[src/dfp_pkg.sv]
// Shared types and constants for the decimal fixed-point parser.
// Holds the byte class codes, the queue entry layout and the parse limits.
// No dependencies.
package dfp_pkg;

   // ASCII codes the classifier looks for
   localparam logic [7:0] CHAR_ZERO  = 8'h30;
   localparam logic [7:0] CHAR_NINE  = 8'h39;
   localparam logic [7:0] CHAR_MINUS = 8'h2D;
   localparam logic [7:0] CHAR_PLUS  = 8'h2B;
   localparam logic [7:0] CHAR_DOT   = 8'h2E;

   // buffer length limit; position is an 8-bit count
   localparam int unsigned MAX_BUFFER_LENGTH = 255;
   localparam int unsigned POS_HW_MAX        = 255;
   localparam int unsigned POS_LIMIT =
      (MAX_BUFFER_LENGTH > POS_HW_MAX) ? POS_HW_MAX : MAX_BUFFER_LENGTH;

   // largest magnitude a digit may produce
   localparam logic [34:0] MAG_LIMIT = 35'h0_7FFF_FFFF;

   // default depth of the front-to-back queue
   localparam int unsigned QUEUE_DEPTH = 4;

   // byte classes produced by the front end
   typedef enum logic [2:0] {
      KIND_DIGIT = 3'd0,
      KIND_PLUS  = 3'd1,
      KIND_MINUS = 3'd2,
      KIND_DOT   = 3'd3,
      KIND_OTHER = 3'd4
   } kind_type;

   // one classified request as it sits in the queue
   typedef struct packed {
      kind_type    kind;
      logic [3:0]  digit;
      logic        first;
      logic        last;
   } entry_type;

endpackage

[src/dfp_front.sv]
// Front end of the parser: takes request bytes and classifies them.
// Depends on dfp_pkg for the class codes and the queue entry type.
module dfp_front (
   input  logic               clock,
   input  logic               reset,
   input  logic               req_valid,
   output logic               req_stall,
   input  logic [7:0]         req_char_byte,
   input  logic               req_first_byte,
   input  logic               req_last_byte,
   input  logic               queue_full,
   output logic               push,
   output dfp_pkg::entry_type push_entry
);
   import dfp_pkg::*;

   // hold requests off while the queue has no room
   assign req_stall = queue_full;
   assign push      = req_valid && !queue_full;

   // classify the byte
   always_comb begin
      push_entry.first = req_first_byte;
      push_entry.last  = req_last_byte;
      push_entry.digit = 4'(req_char_byte - CHAR_ZERO);
      if (req_char_byte >= CHAR_ZERO && req_char_byte <= CHAR_NINE) begin
         push_entry.kind = KIND_DIGIT;
      end else if (req_char_byte == CHAR_PLUS) begin
         push_entry.kind = KIND_PLUS;
      end else if (req_char_byte == CHAR_MINUS) begin
         push_entry.kind = KIND_MINUS;
      end else if (req_char_byte == CHAR_DOT) begin
         push_entry.kind = KIND_DOT;
      end else begin
         push_entry.kind = KIND_OTHER;
      end
   end

   // no push may happen while the queue reports full
   assert property (@(posedge clock) disable iff (reset) queue_full |-> !push)
      else $error("push while queue full");
   assert property (@(posedge clock) disable iff (reset)
      push && push_entry.kind == KIND_DIGIT |-> push_entry.digit <= 4'd9)
      else $error("digit out of range");
   assert property (@(posedge clock) disable iff (reset)
      req_valid && !req_stall |-> push)
      else $error("accepted request not queued");

endmodule

[src/dfp_queue.sv]
// Short queue between the front end and the back end of the parser.
// Depends on dfp_pkg for the entry type.
module dfp_queue #(
   parameter int unsigned DEPTH = dfp_pkg::QUEUE_DEPTH
) (
   input  logic               clock,
   input  logic               reset,
   input  logic               push,
   input  dfp_pkg::entry_type push_entry,
   output logic               full,
   output logic               empty,
   input  logic               pop,
   output dfp_pkg::entry_type pop_entry
);
   import dfp_pkg::*;

   localparam int unsigned AW = (DEPTH > 1) ? $clog2(DEPTH) : 1;
   localparam int unsigned CW = $clog2(DEPTH + 1);

   entry_type         store_ff [DEPTH];
   logic [AW-1:0]     wr_ptr_ff, wr_ptr_in;
   logic [AW-1:0]     rd_ptr_ff, rd_ptr_in;
   logic [CW-1:0]     count_ff, count_in;

   assign full      = (count_ff == CW'(DEPTH));
   assign empty     = (count_ff == '0);
   assign pop_entry = store_ff[rd_ptr_ff];

   // pointer and fill count updates
   always_comb begin
      wr_ptr_in = wr_ptr_ff;
      rd_ptr_in = rd_ptr_ff;
      count_in  = count_ff;
      if (push) begin
         wr_ptr_in = (wr_ptr_ff == AW'(DEPTH - 1)) ? '0 : wr_ptr_ff + 1'b1;
      end
      if (pop) begin
         rd_ptr_in = (rd_ptr_ff == AW'(DEPTH - 1)) ? '0 : rd_ptr_ff + 1'b1;
      end
      if (push && !pop) begin
         count_in = count_ff + 1'b1;
      end else if (pop && !push) begin
         count_in = count_ff - 1'b1;
      end
   end

   always_ff @(posedge clock) begin
      if (reset) begin
         wr_ptr_ff <= '0;
         rd_ptr_ff <= '0;
         count_ff  <= '0;
      end else begin
         wr_ptr_ff <= wr_ptr_in;
         rd_ptr_ff <= rd_ptr_in;
         count_ff  <= count_in;
      end
   end

   // entry storage, no reset needed
   always_ff @(posedge clock) begin
      if (push) begin
         store_ff[wr_ptr_ff] <= push_entry;
      end
   end

   assert property (@(posedge clock) disable iff (reset) count_ff <= CW'(DEPTH))
      else $error("queue count past depth");
   assert property (@(posedge clock) disable iff (reset) empty |-> !pop)
      else $error("pop from empty queue");
   assert property (@(posedge clock) disable iff (reset)
      push && !pop |=> count_ff == $past(count_ff) + 1'b1)
      else $error("queue count did not grow on push");

endmodule

[src/dfp_back.sv]
// Back end of the parser: runs the parse state on classified bytes and
// holds the result register. Depends on dfp_pkg for types and limits.
module dfp_back (
   input  logic               clock,
   input  logic               reset,
   input  logic               queue_empty,
   output logic               pop,
   input  dfp_pkg::entry_type pop_entry,
   output logic               rsp_valid,
   input  logic               rsp_stall,
   output logic signed [31:0] rsp_parsed_value,
   output logic [7:0]         rsp_decimal_count,
   output logic [7:0]         rsp_consumed_count
);
   import dfp_pkg::*;

   logic [30:0] mag_ff, mag_in;
   logic        neg_ff, neg_in;
   logic        dot_ff, dot_in;
   logic        stop_ff, stop_in;
   logic [7:0]  pos_ff, pos_in;
   logic [7:0]  frac_ff, frac_in;

   logic        valid_ff, valid_in;
   logic [31:0] value_ff, value_in;
   logic [7:0]  dcount_ff, dcount_in;
   logic [7:0]  ccount_ff, ccount_in;

   // starting point for this byte: cleared when a new buffer opens
   logic [30:0] b_mag;
   logic        b_neg, b_dot, b_stop;
   logic [7:0]  b_pos, b_frac;
   logic        at_start;
   logic [34:0] next_mag;

   // parse state after this byte, before the last byte clears it
   logic [30:0] res_mag;
   logic        res_neg;
   logic [7:0]  res_pos, res_frac;

   // take an entry whenever the result register can take a result
   assign pop = !queue_empty && (!valid_ff || !rsp_stall);

   always_comb begin
      b_mag  = pop_entry.first ? '0   : mag_ff;
      b_neg  = pop_entry.first ? 1'b0 : neg_ff;
      b_dot  = pop_entry.first ? 1'b0 : dot_ff;
      b_stop = pop_entry.first ? 1'b0 : stop_ff;
      b_pos  = pop_entry.first ? '0   : pos_ff;
      b_frac = pop_entry.first ? '0   : frac_ff;
      at_start = (b_pos == '0) && !b_stop;
      // times ten as two shifts, plus the digit
      next_mag = ({4'd0, b_mag} << 3) + ({4'd0, b_mag} << 1) + 35'(pop_entry.digit);
   end

   // parse step
   always_comb begin
      mag_in   = mag_ff;
      neg_in   = neg_ff;
      dot_in   = dot_ff;
      stop_in  = stop_ff;
      pos_in   = pos_ff;
      frac_in  = frac_ff;
      res_mag  = mag_ff;
      res_neg  = neg_ff;
      res_pos  = pos_ff;
      res_frac = frac_ff;
      if (pop) begin
         mag_in  = b_mag;
         neg_in  = b_neg;
         dot_in  = b_dot;
         stop_in = b_stop;
         pos_in  = b_pos;
         frac_in = b_frac;
         if (!b_stop) begin
            if (b_pos >= 8'(POS_LIMIT)) begin
               stop_in = 1'b1;
            end else begin
               case (pop_entry.kind)
                  KIND_PLUS, KIND_MINUS: begin
                     if (at_start) begin
                        neg_in = (pop_entry.kind == KIND_MINUS);
                        pos_in = b_pos + 8'd1;
                     end else begin
                        stop_in = 1'b1;
                     end
                  end
                  KIND_DIGIT: begin
                     if (next_mag > MAG_LIMIT) begin
                        stop_in = 1'b1;
                     end else begin
                        mag_in = next_mag[30:0];
                        pos_in = b_pos + 8'd1;
                        if (b_dot) begin
                           frac_in = b_frac + 8'd1;
                        end
                     end
                  end
                  KIND_DOT: begin
                     if (!b_dot) begin
                        dot_in = 1'b1;
                        pos_in = b_pos + 8'd1;
                     end else begin
                        stop_in = 1'b1;
                     end
                  end
                  default: begin
                     stop_in = 1'b1;
                  end
               endcase
            end
         end
         res_mag  = mag_in;
         res_neg  = neg_in;
         res_pos  = pos_in;
         res_frac = frac_in;
         // the last byte closes the buffer
         if (pop_entry.last) begin
            mag_in  = '0;
            neg_in  = 1'b0;
            dot_in  = 1'b0;
            stop_in = 1'b0;
            pos_in  = '0;
            frac_in = '0;
         end
      end
   end

   // result register
   always_comb begin
      valid_in  = rsp_stall ? valid_ff : 1'b0;
      value_in  = value_ff;
      dcount_in = dcount_ff;
      ccount_in = ccount_ff;
      if (pop && pop_entry.last) begin
         valid_in  = 1'b1;
         value_in  = res_neg ? (32'd0 - {1'b0, res_mag}) : {1'b0, res_mag};
         dcount_in = res_frac;
         ccount_in = res_pos;
      end
   end

   always_ff @(posedge clock) begin
      if (reset) begin
         mag_ff   <= '0;
         neg_ff   <= 1'b0;
         dot_ff   <= 1'b0;
         stop_ff  <= 1'b0;
         pos_ff   <= '0;
         frac_ff  <= '0;
         valid_ff <= 1'b0;
      end else begin
         mag_ff   <= mag_in;
         neg_ff   <= neg_in;
         dot_ff   <= dot_in;
         stop_ff  <= stop_in;
         pos_ff   <= pos_in;
         frac_ff  <= frac_in;
         valid_ff <= valid_in;
      end
   end

   always_ff @(posedge clock) begin
      value_ff  <= value_in;
      dcount_ff <= dcount_in;
      ccount_ff <= ccount_in;
   end

   assign rsp_valid          = valid_ff;
   assign rsp_parsed_value   = signed'(value_ff);
   assign rsp_decimal_count  = dcount_ff;
   assign rsp_consumed_count = ccount_ff;

   assert property (@(posedge clock) disable iff (reset) frac_ff <= pos_ff)
      else $error("fraction digits exceed consumed bytes");
   assert property (@(posedge clock) disable iff (reset) pos_ff <= 8'(POS_LIMIT))
      else $error("position past buffer limit");
   assert property (@(posedge clock) disable iff (reset) !dot_ff |-> frac_ff == '0)
      else $error("fraction digits without a dot");

endmodule

[src/decimal_fixed_point_parser_top.sv]
// Top level of the decimal fixed-point parser.
// Instantiates dfp_front, dfp_queue and dfp_back; depends on dfp_pkg.

// Takes one request byte per cycle while the queue has room and parses an
// optional leading sign, decimal digits and at most one dot; a byte marked
// last produces one response with the signed value, the digits after the
// dot and the bytes consumed. Throughput is one byte per cycle unless
// rsp_stall holds the response register: the back end does one shift-add
// times ten and compare per byte. A taken byte goes into the front-to-back
// queue; the back end pops it, runs the parse step and, for a last byte,
// loads the response register. req_stall rises only when the queue is full,
// which happens when the response register is held by rsp_stall.
module decimal_fixed_point_parser_top #(
   parameter int unsigned QUEUE_DEPTH = dfp_pkg::QUEUE_DEPTH
) (
   input  logic               clock,
   input  logic               reset,
   input  logic               req_valid,
   output logic               req_stall,
   input  logic [7:0]         req_char_byte,
   input  logic               req_first_byte,
   input  logic               req_last_byte,
   output logic               rsp_valid,
   input  logic               rsp_stall,
   output logic signed [31:0] rsp_parsed_value,
   output logic [7:0]         rsp_decimal_count,
   output logic [7:0]         rsp_consumed_count
);
   import dfp_pkg::*;

   logic      push, pop, q_full, q_empty;
   entry_type push_entry, pop_entry;

   dfp_front u_front (
      .clock          (clock),
      .reset          (reset),
      .req_valid      (req_valid),
      .req_stall      (req_stall),
      .req_char_byte  (req_char_byte),
      .req_first_byte (req_first_byte),
      .req_last_byte  (req_last_byte),
      .queue_full     (q_full),
      .push           (push),
      .push_entry     (push_entry)
   );

   dfp_queue #(
      .DEPTH (QUEUE_DEPTH)
   ) u_queue (
      .clock      (clock),
      .reset      (reset),
      .push       (push),
      .push_entry (push_entry),
      .full       (q_full),
      .empty      (q_empty),
      .pop        (pop),
      .pop_entry  (pop_entry)
   );

   dfp_back u_back (
      .clock              (clock),
      .reset              (reset),
      .queue_empty        (q_empty),
      .pop                (pop),
      .pop_entry          (pop_entry),
      .rsp_valid          (rsp_valid),
      .rsp_stall          (rsp_stall),
      .rsp_parsed_value   (rsp_parsed_value),
      .rsp_decimal_count  (rsp_decimal_count),
      .rsp_consumed_count (rsp_consumed_count)
   );

endmodule

[config.mk]
export PLATFORM = sky130hd
export DESIGN_NAME = decimal_fixed_point_parser_top
export DESIGN_NICKNAME = d
export VERILOG_FILES = /design/src/dfp_pkg.sv /design/src/dfp_front.sv /design/src/dfp_queue.sv /design/src/dfp_back.sv /design/src/decimal_fixed_point_parser_top.sv
export SDC_FILE = /design/constraint.sdc
export NUM_CORES = 1
export LEC_CHECK = 0
export BUFFER_PORTS_ARGS = -buffer_cell sky130_fd_sc_hd__buf_2
export CORE_ASPECT_RATIO = 0.5
export CORE_UTILIZATION = 56
export CTS_CLUSTER_DIAMETER = 120
export DETAILED_ROUTE_END_ITERATION = 8
export PLACE_DENSITY = 0.88
export SKIP_LAST_GASP = 1
export SLEW_MARGIN = 0
export SYNTH_ARGS = -nofsm -noshare
export SYNTH_HDL_FRONTEND = slang
export SYNTH_HIERARCHICAL = 1
export SYNTH_SLANG_ARGS = --single-unit
[constraint.sdc]
create_clock -name clock -period 5.8 [get_ports clock]
set_input_delay 0.58 -clock clock [delete_from_list [all_inputs] [get_ports clock]]
set_output_delay 0.58 -clock clock [all_outputs]
set_load 0.01 [all_outputs]
Word-level counts from Yosys, hierarchy flattened. Memories as Yosys holds them, arrays and structs flattened. A register that Yosys moved wholly into a read port is not among the register bits. Index checks and enable logic that the tools add are counted.

Bits in registers: 106. Bits in writable memories: 36. Input port bits: 14. Output and inout port bits: 50. Memories kept: 1. Logic and storage cells: 118.

Eq/ne operators: 10. Mux-type cells: 59. Magnitude comparators: 4. Reduce and logical (&&, ||, !) cells: 20. Add/subtract/negate cells: 10.

Memories: u_queue.store_ff (words 4, bits a word 9, rd ports 1, clocked after Yosys merged registers in 1, write ports 1, RTL line dfp_queue.sv:20) `entry_type store_ff [DEPTH];`.

Operator list (number): 31-bit 2-to-1 mux (8); 8-bit 2-to-1 mux (16); 34-bit by 32-bit adder with 35-bit output (1); 35-bit by 4-bit adder with 35-bit output (1); 35-bit by 31-bit > comparator with 1-bit output, second input constant (1); 1-bit by 31-bit subtractor with 32-bit output, first input constant (1); 8-bit by 6-bit == test with 1-bit output, second input constant (3); 8-bit one-hot mux with 3 select lines (1); 1-bit 2-to-1 mux (23); 3-bit 2-to-1 mux (6); 8-bit by 1-bit adder with 8-bit output, second input constant (2); 8-bit by 6-bit greater-or-equal comparator with 1-bit output, second input constant (1); 8-bit greater-or-equal comparator, second input constant (1); 8-bit by 6-bit less-or-equal comparator with 1-bit output, second input constant (1); 8-bit zero test (1); 2-bit 2-to-1 mux (4); 1-bit logical AND (7); 1-bit zero test (7); 3-bit by 2-bit == test with 1-bit output, second input constant (2); 3-bit zero test (2); 2-bit by 1-bit adder with 2-bit output, second input constant (2); 2-bit == test, second input constant (2); 4-bit by 1-bit subtractor with 4-bit output, second input constant (1); 3-bit by 1-bit adder with 3-bit output, second input constant (1); other kinds (8) (8).

Longest topological paths before layout.
Word-level depth: 11. Depth in mapped cells: 26. Gate-level depth less buffers: 20.

Cells and area by module. Netlist, hierarchy kept.

Modules (own cells, without submodules): dfp_back (times used 1, cells each 985, area each 8036.5 µm², seq. area each 2462.4 µm²); dfp_queue (times used 1, cells each 91, area each 1740.4 µm², seq. area each 1261.2 µm²); dfp_front (times used 1, cells each 19, area each 143.9 µm², seq. area each 0.0 µm²).

Worst setup path before layout. OpenSTA, ideal clock, no wires.

Path kind: register to register. Start: reg (tool-made name). End: reg u_back.value_ff[28], in the netlist u_back/rsp_parsed_value[28], data pin. Data required time: 5.538 ns. Setup slack: -0.393 ns. Period minus slack after synthesis: 6.193 ns. Path buffers: 8. Stages on the path, launching flop included: 25. Setup time: 0.262 ns. Arrival: 5.931 ns. Cell sequence: dfxtp_1 buf_6 mux4_2 clkbuf_1 buf_1 buf_1 clkbuf_1 nor2b_1 ha_1 ha_1 clkbuf_1 nand4_1 nor3_1 o2111ai_1 a221o_1 o22ai_1 nor3_1 clkbuf_1 buf_1 a22oi_1 ha_1 o21ai_0 or4_1 o31ai_1 xnor2_1.

RTL lines: end signal: assignment (RTL line dfp_back.sv:164) `value_ff <= value_in;`; end: declaration (RTL line dfp_back.sv:25) `logic [31:0] value_ff, value_in;`.

==> flow_summary.json <==
{
  "synth_ff_type": "edfxtp_1",
  "cts_made_buffers": 17,
  "worst_clock_skew_ps": 13.2,
  "place_congestion": 0.993,
  "dp_hpwl_um": 19900,
  "drtIter0Drc": 1232,
  "clockBufferDepth": 2,
  "fmax_mhz": 177,
  "n_antenna_cell": 0,
  "setup_slack_ps": 148,
  "r2r-end": "u_back/rsp_parsed_value[28]",
  "crit_slowest_cell": "mux4_2",
  "nNetsFinal": 1246,
  "setup_tns_ps": 0,
  "fp-row-count": 33,
  "initial_core_util": 0.589,
  "drt-pass1-iter-count": 8,
  "setup_violations": 0,
  "via_per_inst": 6.64,
  "min_period_over_period": 0.974,
  "min_period_ps": 5650,
  "final_area_um2": 11300,
  "post_dp_cell_area_um2": 10600,
  "rsz0062_at_grt": "true",
  "whs_path_depth": 1,
  "critPathKind": "reg2reg",
  "regToRegSetupSlack_ps": 150,
  "vias": 9293,
  "status": "complete, no violations",
  "syn_inst": 1095,
  "clock_sinks": 144,
  "avgSynthCellArea_um2": 9.06,
  "worstPathArrival_ps": 5830,
  "routedWlPerCell_um": 20.1,
  "clockRootBuffer": "clkbuf_16",
  "path_max_fanout": 11,
  "ys_seq_area_frac": 0.375,
  "fp.dieW_um": 190,
  "min_to": "u_queue/store_ff[0][0]",
  "utilization": 0.670,
  "grt_use_total": 0.309,
  "pwr_density_cell_nw_per_um2": 378,
  "clkTransAtPathRegs_ps": 70,
  "post_route_cells_drive_above_1_share": 0.154,
  "maxSlewViolCount": 0,
  "portBuffers": 63,
  "area_delta_synth_final_pct": 13.7,
  "cts_tree": "done",
  "p_leak_uw": 0.00464,
  "yosys_warnings": 6,
  "synth_fp_nets": 1182,
  "fp.coreArea_um2": 16800,
  "drv_cap": 0,
  "grt_pass1_wl_um": 43600,
  "slowest_delay_ps": 570,
  "crit_top_cell": "ha_1",
  "hold_path_startpoint": "req_last_byte",
  "vdd_drop_max_uv": 266,
  "clkLatencyLatePin_ps": 430,
  "htreeDepth": 4,
  "grt_max_degree": 51,
  "io_pins": 64,
  "grt_pass1_vias": 8548,
  "drcViolationCount": 0,
  "synth_area_um2": 9920,
  "grt-ovfl-total": 0,
  "detail-route-antenna-nets": 0,
  "synthArstFlopShare": 0,
  "post-place-ws_ps": 44.6,
  "hold_buffers": 0,
  "max_slew_margin": 0.285,
  "hold_ws_ps": 381,
  "r2r_cells": 19,
  "path_cells": "mux4_2, buf_4, nor2b_1, ha_1, ha_1, a21oi_1, o21ai_0, a311oi_1, o21bai_1, or2_2, o211ai_1, nand3_1, o21a_1, a22oi_1, ha_1, o21ai_0, or4_1, o31ai_1, xnor2_1",
  "cp-start-kind": "flop",
  "required_ps": 5970,
  "synth_seq_cells": 144,
  "worst_setup_path_end_kind": "flop",
  "grt_antenna_before_repair": 1,
  "hold_violations": 0,
  "synth_edf_count": 84,
  "synth_cell_types": 75,
  "die_area_um2": 18300,
  "die_h_um": 96.1,
  "min_path_type": "in2reg",
  "wirelength_um": 28100,
  "tightest_slew_ps": 1070
}
[synthesized netlist by cell type, drive strengths merged (4+ instances only)]
library cell	n	area, um^2
clkbuf	48	181
nor2b	42	263
a41oi	7	61.3
nor4	8	50.1
xor2	23	201
ha	71	888
a211oi	11	87.6
o211ai	17	128
a21oi	119	607
mux2i	9	90.1
o21a	9	67.6
nand2b	10	62.6
a221oi	4	35.0
nand3	28	140
or2	5	31.3
nor2	68	255
o21ai	67	335
o31ai	13	97.6
dfxtp	60	1200
o21bai	6	45.0
and2	15	93.8
a21boi	5	37.5
o41ai	5	66.3
a31oi	20	125
and4	4	36.3
or3	9	56.3
or4	4	33.8
buf	14	87.6
inv	23	86.3
nand2	85	319
nand4	9	56.3
xnor2	36	315
and3	26	163
a21o	14	105
nor3b	6	45.0
mux4	9	203
o211a	8	80.1
nor3	51	260
edfxtp	84	2520
[cells by family (layout without fill, tap and decap cells)]
logic type,count (synthesis),count (layout),share of synthesized area
and+or+nand+nor,377,377,0.194
adders and majority gates,73,73,0.0936
AOI/OAI and AO/OA,336,336,0.217
DFF,144,144,0.375
xor gates and xnor gates,59,59,0.0521
buffers and inverters,87,164,0.0366
muxes,19,19,0.0310
[placed cells by master (no fill, tap or decap), types with 10 or more instances in the layout]
cell type  count
a211oi_1      10
a21o_1        14
a21oi_1      116
a31oi_1       20
and2_1        15
and3_1        26
buf_2         63
buf_4         43
clkbuf_16     18
dfxtp_1       60
edfxtp_1      84
ha_1          71
inv_1         23
nand2_1       85
nand2b_1      10
nand3_1       28
nor2_1        67
nor2b_1       39
nor3_1        48
o211ai_1      17
o21ai_0       63
o31ai_1       11
xnor2_1       36
xor2_1        23
[how the worst max path moves through the flow]
stage | start | endpoint | cells past startpoint
finish | flop | u_back/rsp_parsed_value[28] | 19
global route | flop | u_back/rsp_parsed_value[28] | 19
CTS | flop | u_back/rsp_parsed_value[30] | 17
detailed placement | flop | u_back/rsp_parsed_value[30] | 17
global placement | flop | u_back/rsp_parsed_value[25] | 17
floorplan | flop | u_back/rsp_parsed_value[28] | 24
[routing by layer]
metal,GRT usage,wire (um),vias up
met5,0,8,-
met4,0.0933,642,2
met3,0.0715,3240,75
met2,0.503,12500,586
met1,0.413,11800,4386
li1,-,-,4244
[power breakdown]
part,switching (uW),internal [uW],total [uW]
logic,1170,545,1720
clock network,482,683,1160
registers,75.0,1310,1390
total,1730,2540,4270
[timing repair]
action                                  in CTS  in global routing
buffers inserted                             0                  1
hold endpoints to repair                     0                  0
endpoints found under the setup margin       0                 18
resized for setup                            0                 11
[registers in the layout, indices dropped and copies added, names as in the netlist, 2 cells and up, named ones only]
name,flops
u_back/frac_ff,8
u_back/mag_ff,31
u_back/pos_ff,8
u_back/rsp_consumed_count,8
u_back/rsp_decimal_count,8
u_back/rsp_parsed_value,32
u_queue/count_ff,3
u_queue/rd_ptr_ff,2
u_queue/store_ff,36
u_queue/wr_ptr_ff,2
[worst max-delay path, delay by kind of cell, from the launching register on]
family / cells / cell delay, ps
buffers and inverters: 1 / 220
multiplexers: 1 / 570
adder cells (fa/ha/maj): 3 / 910
XOR/XNOR: 1 / 100
flip-flops: 1 / 360
AND/OR/NAND/NOR: 4 / 1150
AO/OA/AOI/OAI: 9 / 2110
[layout make-up]
type / count / area (um^2)
inverter: 25 / 93.8
timing repair buffer: 107 / 658
sequential: 144 / 3720
clock buffer: 20 / 468
fill: 1297 / 5560
clock inverter: 12 / 145
multi-input combinational: 864 / 5910
tap: 227 / 284
[stage by stage]
| step | power [uW] | cells |
|---|---|---|
| floorplan | 2480 | 1095 |
| global placement | 2990 | 1366 |
| detailed placement | 3060 | 1366 |
| CTS | 4230 | 1398 |
| global route | 4460 | 1399 |
| finish | 4270 | 1399 |
Note: power is estimated with default switching activity, not from simulation.
